**config.mk**
```make
export PLATFORM = sky130hd
export DESIGN_NAME = hampel_outlier_3x3
export DESIGN_NICKNAME = d
export VERILOG_FILES = /design/src/rtl/core/hof_pkg.sv /design/src/rtl/core/hof_sort3_lane.sv /design/src/rtl/core/hof_median_merge.sv /design/src/rtl/core/hampel_outlier_3x3.sv
export SDC_FILE = /design/constraint.sdc
export NUM_CORES = 2
export LEC_CHECK = 0
export BUFFER_PORTS_ARGS = -buffer_cell sky130_fd_sc_hd__buf_2
export CAP_MARGIN = 10
export CORE_MARGIN = 2
export CORE_UTILIZATION = 30
export CTS_CLUSTER_SIZE = 14
export DETAILED_ROUTE_END_ITERATION = 7
export HOLD_SLACK_MARGIN = 0.06
export PLACE_DENSITY = 0.5
export REMOVE_ABC_BUFFERS = 1
export SLEW_MARGIN = 20
export SYNTH_ARGS = -nofsm -noshare
export SYNTH_HDL_FRONTEND = slang
export SYNTH_SLANG_ARGS = --single-unit
```
**constraint.sdc**
```tcl
create_clock -name clk -period 11.9 [get_ports clk]
set_input_delay 0.595 -clock clk [delete_from_list [all_inputs] [get_ports clk]]
set_output_delay 0.595 -clock clk [all_outputs]
set_load 0.01 [all_outputs]
```
**src/rtl/core/hof_pkg.sv**
```systemverilog
`timescale 1ns / 1ps
// shared constants for the 3x3 outlier filter
// no dependencies

package hof_pkg;

  // window geometry
  localparam int ROWS = 3;
  localparam int COLS = 3;

  // scale register: unsigned q4.4
  localparam int SCALE_WIDTH = 8;
  localparam logic [SCALE_WIDTH-1:0] SCALE_RESET = 8'd72;
  localparam int Q_SHIFT = 4;

endpackage

```
**src/rtl/core/hof_sort3_lane.sv**
```systemverilog
`timescale 1ns / 1ps
// one row lane: sorts three values into max, middle and min
// depends on hof_pkg

module hof_sort3_lane import hof_pkg::*; #(
  parameter int W = 8
) (
  input  logic [W-1:0] row [COLS],
  output logic [W-1:0] hi,
  output logic [W-1:0] mid,
  output logic [W-1:0] lo
);

  logic [W-1:0] ab_min;
  logic [W-1:0] ab_max;
  logic [W-1:0] mx_c_min;

  always_comb begin
    ab_min   = (row[0] < row[1]) ? row[0] : row[1];
    ab_max   = (row[0] > row[1]) ? row[0] : row[1];
    hi       = (ab_max > row[2]) ? ab_max : row[2];
    lo       = (ab_min < row[2]) ? ab_min : row[2];
    mx_c_min = (ab_max < row[2]) ? ab_max : row[2];
    mid      = (ab_min > mx_c_min) ? ab_min : mx_c_min;
  end

endmodule

```
**src/rtl/core/hof_median_merge.sv**
```systemverilog
`timescale 1ns / 1ps
// merge stage of the nine-input median network
// depends on hof_pkg

module hof_median_merge import hof_pkg::*; #(
  parameter int W = 8
) (
  input  logic [W-1:0] hi  [ROWS],
  input  logic [W-1:0] mid [ROWS],
  input  logic [W-1:0] lo  [ROWS],
  output logic [W-1:0] median
);

  logic [W-1:0] min_hi;
  logic [W-1:0] max_lo;
  logic [W-1:0] med_mid;
  logic [W-1:0] t_min;
  logic [W-1:0] t_max;
  logic [W-1:0] t_mc;
  logic [W-1:0] u_min;
  logic [W-1:0] u_max;
  logic [W-1:0] u_mc;

  always_comb begin
    min_hi = (hi[0] < hi[1]) ? hi[0] : hi[1];
    min_hi = (min_hi < hi[2]) ? min_hi : hi[2];
    max_lo = (lo[0] > lo[1]) ? lo[0] : lo[1];
    max_lo = (max_lo > lo[2]) ? max_lo : lo[2];

    // median of row middles
    t_min   = (mid[0] < mid[1]) ? mid[0] : mid[1];
    t_max   = (mid[0] > mid[1]) ? mid[0] : mid[1];
    t_mc    = (t_max < mid[2]) ? t_max : mid[2];
    med_mid = (t_min > t_mc) ? t_min : t_mc;

    // median of the three candidates
    u_min  = (min_hi < med_mid) ? min_hi : med_mid;
    u_max  = (min_hi > med_mid) ? min_hi : med_mid;
    u_mc   = (u_max < max_lo) ? u_max : max_lo;
    median = (u_min > u_mc) ? u_min : u_mc;
  end

endmodule

```
**src/rtl/core/hampel_outlier_3x3.sv**
```systemverilog
`timescale 1ns / 1ps
// top level of the 3x3 hampel outlier filter: six-stage pipeline
// depends on hof_pkg, hof_sort3_lane, hof_median_merge

// Takes one 3x3 window word per clock (start while busy is low; busy never
// rises) and returns one filtered pixel per window, strobed by done for a
// single cycle when the result leaves the last pipeline stage. The receiver
// cannot stall: results are presented once and must be captured then. Three
// row lanes sort the window, a merge stage forms the median, nine
// absolute-difference lanes feed a second set of row lanes and merge for the
// mad, then an 8 x PIXEL_WIDTH multiply sets the threshold for the final
// keep/replace pick. Throughput is one window per cycle, set by the fully
// pipelined lanes. threshold_scale (unsigned q4.4, reset 4.5) is written over
// the cfg channel, which is always ready; write it only while no window is in
// flight.

module hampel_outlier_3x3 import hof_pkg::*; #(
  parameter int PIXEL_WIDTH = 8
) (
  input  logic                   clk,
  input  logic                   rst,
  // window input
  input  logic                   start,
  output logic                   busy,
  input  logic [PIXEL_WIDTH-1:0] pixel_r0c0,
  input  logic [PIXEL_WIDTH-1:0] pixel_r0c1,
  input  logic [PIXEL_WIDTH-1:0] pixel_r0c2,
  input  logic [PIXEL_WIDTH-1:0] pixel_r1c0,
  input  logic [PIXEL_WIDTH-1:0] pixel_r1c1,
  input  logic [PIXEL_WIDTH-1:0] pixel_r1c2,
  input  logic [PIXEL_WIDTH-1:0] pixel_r2c0,
  input  logic [PIXEL_WIDTH-1:0] pixel_r2c1,
  input  logic [PIXEL_WIDTH-1:0] pixel_r2c2,
  input  logic [PIXEL_WIDTH-1:0] center_pixel,
  // result
  output logic                   done,
  output logic [PIXEL_WIDTH-1:0] filtered_pixel,
  // scale register write
  input  logic                   cfg_valid,
  output logic                   cfg_ready,
  input  logic [SCALE_WIDTH-1:0] cfg_wdata
);

  localparam int W      = PIXEL_WIDTH;
  localparam int PROD_W = SCALE_WIDTH + PIXEL_WIDTH;

  // pipeline never stalls, so every start is taken
  assign busy      = 1'b0;
  assign cfg_ready = 1'b1;

  logic accept;
  assign accept = start & ~busy;

  // scale register
  logic [SCALE_WIDTH-1:0] threshold_scale;

  always_ff @(posedge clk) begin
    if (rst) begin
      threshold_scale <= SCALE_RESET;
    end else if (cfg_valid && cfg_ready) begin
      threshold_scale <= cfg_wdata;
    end
  end

  // stage valid chain
  logic [5:0] vld;

  always_ff @(posedge clk) begin
    if (rst) begin
      vld <= '0;
    end else begin
      vld <= {vld[4:0], accept};
    end
  end

  // window as rows
  logic [W-1:0] win_in [ROWS][COLS];

  always_comb begin
    win_in[0][0] = pixel_r0c0;
    win_in[0][1] = pixel_r0c1;
    win_in[0][2] = pixel_r0c2;
    win_in[1][0] = pixel_r1c0;
    win_in[1][1] = pixel_r1c1;
    win_in[1][2] = pixel_r1c2;
    win_in[2][0] = pixel_r2c0;
    win_in[2][1] = pixel_r2c1;
    win_in[2][2] = pixel_r2c2;
  end

  // stage 1: row sort lanes on the window
  logic [W-1:0] hi_c  [ROWS];
  logic [W-1:0] mid_c [ROWS];
  logic [W-1:0] lo_c  [ROWS];
  logic [W-1:0] hi1   [ROWS];
  logic [W-1:0] mid1  [ROWS];
  logic [W-1:0] lo1   [ROWS];
  logic [W-1:0] win1  [ROWS][COLS];
  logic [W-1:0] center1;

  for (genvar r = 0; r < ROWS; r++) begin : g_row_a
    hof_sort3_lane #(.W(W)) u_lane (
      .row (win_in[r]),
      .hi  (hi_c[r]),
      .mid (mid_c[r]),
      .lo  (lo_c[r])
    );
  end

  always_ff @(posedge clk) begin
    hi1     <= hi_c;
    mid1    <= mid_c;
    lo1     <= lo_c;
    win1    <= win_in;
    center1 <= center_pixel;
  end

  // stage 2: merge for the window median
  logic [W-1:0] med_c;
  logic [W-1:0] med2;
  logic [W-1:0] win2 [ROWS][COLS];
  logic [W-1:0] center2;

  hof_median_merge #(.W(W)) u_merge_med (
    .hi     (hi1),
    .mid    (mid1),
    .lo     (lo1),
    .median (med_c)
  );

  always_ff @(posedge clk) begin
    med2    <= med_c;
    win2    <= win1;
    center2 <= center1;
  end

  // stage 3: absolute differences, then row sort lanes on them
  logic [W-1:0] diff   [ROWS][COLS];
  logic [W-1:0] dhi_c  [ROWS];
  logic [W-1:0] dmid_c [ROWS];
  logic [W-1:0] dlo_c  [ROWS];
  logic [W-1:0] dhi3   [ROWS];
  logic [W-1:0] dmid3  [ROWS];
  logic [W-1:0] dlo3   [ROWS];
  logic [W-1:0] med3;
  logic [W-1:0] center3;

  always_comb begin
    for (int r = 0; r < ROWS; r++) begin
      for (int c = 0; c < COLS; c++) begin
        diff[r][c] = (win2[r][c] > med2) ? (win2[r][c] - med2) : (med2 - win2[r][c]);
      end
    end
  end

  for (genvar r = 0; r < ROWS; r++) begin : g_row_b
    hof_sort3_lane #(.W(W)) u_lane (
      .row (diff[r]),
      .hi  (dhi_c[r]),
      .mid (dmid_c[r]),
      .lo  (dlo_c[r])
    );
  end

  always_ff @(posedge clk) begin
    dhi3    <= dhi_c;
    dmid3   <= dmid_c;
    dlo3    <= dlo_c;
    med3    <= med2;
    center3 <= center2;
  end

  // stage 4: merge for the mad, center distance
  logic [W-1:0] mad_c;
  logic [W-1:0] mad4;
  logic [W-1:0] dc4;
  logic [W-1:0] med4;
  logic [W-1:0] center4;

  hof_median_merge #(.W(W)) u_merge_mad (
    .hi     (dhi3),
    .mid    (dmid3),
    .lo     (dlo3),
    .median (mad_c)
  );

  always_ff @(posedge clk) begin
    mad4    <= mad_c;
    dc4     <= (center3 > med3) ? (center3 - med3) : (med3 - center3);
    med4    <= med3;
    center4 <= center3;
  end

  // stage 5: threshold = scale * mad and distance, both in q12.4
  logic [PROD_W-1:0] thresh5;
  logic [PROD_W-1:0] dist5;
  logic [W-1:0]      med5;
  logic [W-1:0]      center5;

  always_ff @(posedge clk) begin
    thresh5 <= PROD_W'(threshold_scale) * PROD_W'(mad4);
    dist5   <= PROD_W'(dc4) << Q_SHIFT;
    med5    <= med4;
    center5 <= center4;
  end

  // stage 6: keep the center if inside the band, else the median
  always_ff @(posedge clk) begin
    filtered_pixel <= (dist5 <= thresh5) ? center5 : med5;
  end

  assign done = vld[5];

endmodule

```
# ---- After elaboration in Yosys (flattened, before gate mapping)
# Cells that the tools add are included.
dict set report totals {
  input_bits 92
  out_inout_bits 11
  word_cells 215
  register_bits 422
}
dict set report op_classes {
  multipliers 1
  add_sub_neg 20
  n_mux 71
  n_lt_le_gt_ge 71
}
# cell count
set op_table {}
lappend op_table {{two-way mux 8 bit} 71}
lappend op_table {{greater-than comparator 8 bit} 40}
lappend op_table {{< comparator 8 bit} 30}
lappend op_table {{subtractor 8 bit} 20}
lappend op_table {{less-or-equal comparator 12 x 16 -> 1 bit} 1}
lappend op_table {{multiplier 8 x 8 -> 16 bit} 1}

# ---- Longest topological paths before layout
dict set report depth {
  ltp_word 12
  depth_mapped 57
  ltp_nobuf 54
}

# ---- Hierarchy
# From an unflattened synthesis, not the netlist that was laid out.
dict set report hier_totals {
  cells_unflattened 3660
  area_unflattened_um2 33617.2
}
# mod cells_per_inst seq_area_each_um2 area_per_inst_um2 instances
set by_module_without_submodules {}
lappend by_module_without_submodules {hampel_outlier_3x3 1556 8448.1 17549.3 1}
lappend by_module_without_submodules {{hof_sort3_lane (g_row_a[1].u_lane ...)} 187 0.0 1492.7 5}
lappend by_module_without_submodules {hof_median_merge 490 0.0 3553.4 2}
lappend by_module_without_submodules {{hof_sort3_lane (g_row_a[0].u_lane)} 189 0.0 1497.7 1}

# ---- Worst setup path before layout
# No wires, ideal clock.
dict set report synth_timing {
  path_kind {flip-flop to flip-flop}
  start {reg mid1[15] (netlist name)}
  end {reg med2[0]}
  stages_incl_launch_ff 55
  n_path_buf 3
  path_slack_ns 1.986
  arrival_time_ns 9.799
  cell_sequence {dfxtp_1 > inv_1 > ha_1 > a21oi_1 > o21ai_1 > o21a_1 > nor2_2 > mux2_2 > ha_1 > a211oi_1 > nor2_1 > nor3_1 > nor4b_1 > or3_1 > buf_6 > mux2i_1 > ha_1 > a21o_1 > [19 not listed] > a21o_1 > a21o_1 > a21oi_1 > nand2_1 > a211oi_1 > a31oi_4 > mux2i_1 > ha_1 > nor2b_1 > o21a_1 > o21ai_0 > nand2b_1 > a21oi_1 > nor2_1 > a211oi_1 > a21oi_1 > clkbuf_1 > o21a_1}
}
dict set report synth_between {
  elab_chain_cells 12
  elab_cells_between_ends 16
}
# element line_no
set synth_rtl {}
lappend synth_rtl {{start, declared} hampel_outlier_3x3.sv:96} ;# logic [W-1:0] mid1 [ROWS];
lappend synth_rtl {{start signal, assigned} hampel_outlier_3x3.sv:112} ;# mid1 <= mid_c;
lappend synth_rtl {{greater-than comparator 8 bit} hof_median_merge.sv:32} ;# t_max = (mid[0] > mid[1]) ? mid[0] : mid[1];
lappend synth_rtl {{two-way mux 8 bit} hof_median_merge.sv:32}
lappend synth_rtl {{< comparator 8 bit} hof_median_merge.sv:33} ;# t_mc = (t_max < mid[2]) ? t_max : mid[2];
lappend synth_rtl {{two-way mux 8 bit} hof_median_merge.sv:33}
lappend synth_rtl {{greater-than comparator 8 bit} hof_median_merge.sv:34} ;# med_mid = (t_min > t_mc) ? t_min : t_mc;
lappend synth_rtl {{two-way mux 8 bit *} hof_median_merge.sv:34}
lappend synth_rtl {{greater-than comparator 8 bit} hof_median_merge.sv:38} ;# u_max = (min_hi > med_mid) ? min_hi : med_mid;
lappend synth_rtl {{two-way mux 8 bit} hof_median_merge.sv:38}
lappend synth_rtl {{< comparator 8 bit} hof_median_merge.sv:39} ;# u_mc = (u_max < max_lo) ? u_max : max_lo;
lappend synth_rtl {{two-way mux 8 bit} hof_median_merge.sv:39}
lappend synth_rtl {{greater-than comparator 8 bit} hof_median_merge.sv:40} ;# median = (u_min > u_mc) ? u_min : u_mc;
lappend synth_rtl {{two-way mux 8 bit *} hof_median_merge.sv:40}
lappend synth_rtl {{named net med_c[0]} hampel_outlier_3x3.sv:119} ;# logic [W-1:0] med_c;
lappend synth_rtl {{end signal, assigned} hampel_outlier_3x3.sv:132} ;# med2 <= med_c;
lappend synth_rtl {{end, declared} hampel_outlier_3x3.sv:120} ;# logic [W-1:0] med2;
# The timed path passes the listed nets; every way through them passes the cells marked *.
# A chain may end at the register's enable or synchronous reset.

# ---- Worst setup path in the final report
dict set report layout_timing {
  start {reg dmid3[11] (netlist name)}
  end {reg mad4[0]}
}
dict set report layout_between {
  elab_chain_cells 12
  elab_cells_between_ends 16
}
# element line_no
set layout_rtl {}
lappend layout_rtl {{start, declared} hampel_outlier_3x3.sv:143} ;# logic [W-1:0] dmid3 [ROWS];
lappend layout_rtl {{start signal, assigned} hampel_outlier_3x3.sv:167} ;# dmid3 <= dmid_c;
lappend layout_rtl {{greater-than comparator 8 bit} hof_median_merge.sv:32}
lappend layout_rtl {{two-way mux 8 bit} hof_median_merge.sv:32}
lappend layout_rtl {{< comparator 8 bit} hof_median_merge.sv:33}
lappend layout_rtl {{two-way mux 8 bit} hof_median_merge.sv:33}
lappend layout_rtl {{greater-than comparator 8 bit} hof_median_merge.sv:34}
lappend layout_rtl {{two-way mux 8 bit *} hof_median_merge.sv:34}
lappend layout_rtl {{greater-than comparator 8 bit} hof_median_merge.sv:38}
lappend layout_rtl {{two-way mux 8 bit} hof_median_merge.sv:38}
lappend layout_rtl {{< comparator 8 bit} hof_median_merge.sv:39}
lappend layout_rtl {{two-way mux 8 bit} hof_median_merge.sv:39}
lappend layout_rtl {{greater-than comparator 8 bit} hof_median_merge.sv:40}
lappend layout_rtl {{two-way mux 8 bit *} hof_median_merge.sv:40}
lappend layout_rtl {{named net mad_c[0]} hampel_outlier_3x3.sv:174} ;# logic [W-1:0] mad_c;
lappend layout_rtl {{end signal, assigned} hampel_outlier_3x3.sv:188} ;# mad4 <= mad_c;
lappend layout_rtl {{end, declared} hampel_outlier_3x3.sv:175} ;# logic [W-1:0] mad4;
# Marks and branches as above.

==> reports/results.txt <==
post-detailed-routing wire length: 80,700 um
Synthesis Warnings: 0
Final setup viols: 0
Least-Margin Pin Slew: 1.10 ns
Post-DP HPWL: 66,500 um
unrepaired setup endpoints after global routing: false
Post-CTS Setup Repair Bufs: 0
number of port buffers: 100
cell area after synthesis: 0.0302 sq mm
diode count: 0
number of synthesized flops with an enable pin: 0
grt total ovfl: 0
layout cells sized above 1: 0.101
final core utilization: 0.342
root buf cell: clkbuf_16
CTS sink cnt: 422
Hold Crit Class: primary input to flip-flop
vias in the first global route: 22,400
vias post-DR: 22,500
Worst Hold Depth: 1
Via-to-Cell Ratio: 4.71
# fillers: 10,300
setup tns final: 0 ns
I/O pin total: 103
Die W: 321 um
starting density of the core: 0.302
Netlist cell types: 78
crit-path most repeated cell: o21ai_0
row cnt: 116
Crit path required time: 12.41 ns
worst clock skew: 0.0239 ns
Setup CP Type: flip-flop to flip-flop
antenna violations before repair: 5
Die Area: 0.103 sq mm
Layout Nets: 4,109
ys flop type: dfxtp_1
Avg WL per Cell: 16.9 um
Worst path slowest cell: o21ai_1
Crit path depth: 47
ANT nets after route: 0
Post-Syn Instances: 3,308
asr flop ratio synth: 0
DRC Markers: 0
H-tree Lvls: 2
Hold Vio Cnt, Final: 0
Pre-Repair DR Iteration Count: 5
Post-Synthesis Mean Instance Area: 9.12 sq um
clock transition at the registers of the reported paths: 0.06 ns
Worst slew margin: 0.268
DRT iter0 DRCs: 865
Buf/Inv on CP: 1
Area Overhead vs Synth: 13.3%
clock buffer depth: 3
Num CTS Buffers: 50
CP top delay family: compound AO/OA/AOI/OAI gates
post-synthesis register bit count: 422
die height: 321 um
core area: 0.0999 sq mm
Register-to-Register Path Depth: 47
largest net degree at the start of global routing: 21
period utilization: 0.907
endpoint class of the critical path: flip-flop
CTS tree: done
CP Launch Type: flip-flop
RePlAce Congestion: 0.879
max frequency: 92.6 MHz
global-route wire length before repair: 127,000 um
Worst EP arrival: 11.31 ns
Max-cap violations: 0
post-synthesis sequential area ratio: 0.280
Crit path largest cell delay: 0.46 ns
Worst-Skew Late Latency: 0.63 ns
GR Util All Layers: 0.157
Final Max Tran Viols: 0
minimum clock period: 10.79 ns
crit path max fanout: 14
status: complete, no violations
## metal layers
layer | track usage | share of wire
met5 | 0 | 0
met1 | 0.205 | 0.48
met3 | 0.0192 | 0.026
met2 | 0.272 | 0.47
met4 | 0.0407 | 0.024
## cell usage after synthesis, drive strengths merged, types with 3 or more instances
library cell / n / share of area
a21o: 139 / 0.035
buf: 8 / 0.0019
and2: 47 / 0.0097
or2: 3 / 0.00062
nor2: 97 / 0.012
o311ai: 3 / 0.0015
a221o: 6 / 0.0020
a21boi: 8 / 0.0020
mux2i: 241 / 0.081
xnor2: 37 / 0.011
a31oi: 15 / 0.0036
dfxtp: 422 / 0.28
clkbuf: 50 / 0.0062
nor3: 12 / 0.0020
nand2: 225 / 0.028
o21ai: 271 / 0.045
nand3: 37 / 0.0061
or3: 3 / 0.00062
mux2: 114 / 0.043
nand2b: 47 / 0.0097
nand4: 50 / 0.010
o2111ai: 4 / 0.0012
and4: 12 / 0.0035
o211ai: 6 / 0.0017
and3: 12 / 0.0025
a211oi: 13 / 0.0032
xor2: 38 / 0.011
o21bai: 10 / 0.0025
o31ai: 11 / 0.0032
a211o: 14 / 0.0041
o22ai: 5 / 0.0010
a21oi: 184 / 0.031
nor2b: 63 / 0.013
ha: 524 / 0.22
fa: 56 / 0.037
a221oi: 13 / 0.0038
inv: 436 / 0.054
a22oi: 3 / 0.00091
o21a: 44 / 0.011
## path summary, 6_finish.rpt
| kind | startpoint | to | slack (ns) |
|---|---|---|---|
| setup / recovery | dmid3[11] | mad4[0] | 1.11 |
| hold / removal | pixel_r2c1[6] | win1[14] | 0.11 |
| hold reg to reg | win1[27] | win2[27] | 0.32 |
| setup reg to reg | dmid3[11] | mad4[0] | 1.11 |
## through the flow
stage	cell area (sq um)	hold WS, ns	worst slack (ns)	std cells
after global routing	34200	0.0681	0.0290	4775
after CTS	34200	0.0603	0.558	4775
final	34200	0.109	1.11	4775
after floorplan	29900	0.310	1.94	3250
after global placement	32200	0.310	0.728	4672
after detailed placement	32200	0.312	0.622	4672
## layout by cell type (no fill, tap or decap), types with 56 or more instances in the layout
cell type,synthesis,routed
ha_1,524,524
inv_1,435,435
dfxtp_1,422,422
o21ai_0,244,244
mux2i_1,238,238
nand2_1,224,224
a21oi_1,181,180
a21o_1,139,139
mux2_2,110,110
buf_2,0,100
nor2_1,96,95
nor2b_1,63,63
fa_1,56,56
## repair_timing
item                                    CTS  global route
endpoints found under the hold margin    11             0
hold buffers                             11             0
endpoints found under the setup margin    0            16
gates resized for setup                   0             3
## final cells by class
type / count / area [sq um] / share of cell area
sequential: 422 / 8450 / 0.247
tap: 1298 / 1620 / 0.0475
clock inverter: 25 / 380 / 0.0111
multi-input combinational: 2392 / 19900 / 0.581
inverter: 436 / 1640 / 0.0479
clock buffer: 67 / 1440 / 0.0420
timing repair buffer: 135 / 791 / 0.0231
## kinds of logic after synthesis
kind of cell | synth area share
simple gates | 0.100
compound gates | 0.157
flops | 0.280
buf+inv | 0.0623
other cells | 0.000249
mux | 0.124
fa+ha+maj | 0.255
xor+xnor | 0.0218
## flip-flops by register name, indices dropped and copies added (netlist names), 16 cells and up
name     flops
dhi3        24
lo1         24
dlo3        24
mid1        24
thresh5     16
win1        72
win2        72
dmid3       24
hi1         24
Power is not shown: default switching activity piles up to over one toggle a cycle in this logic, so the estimate is an artifact.
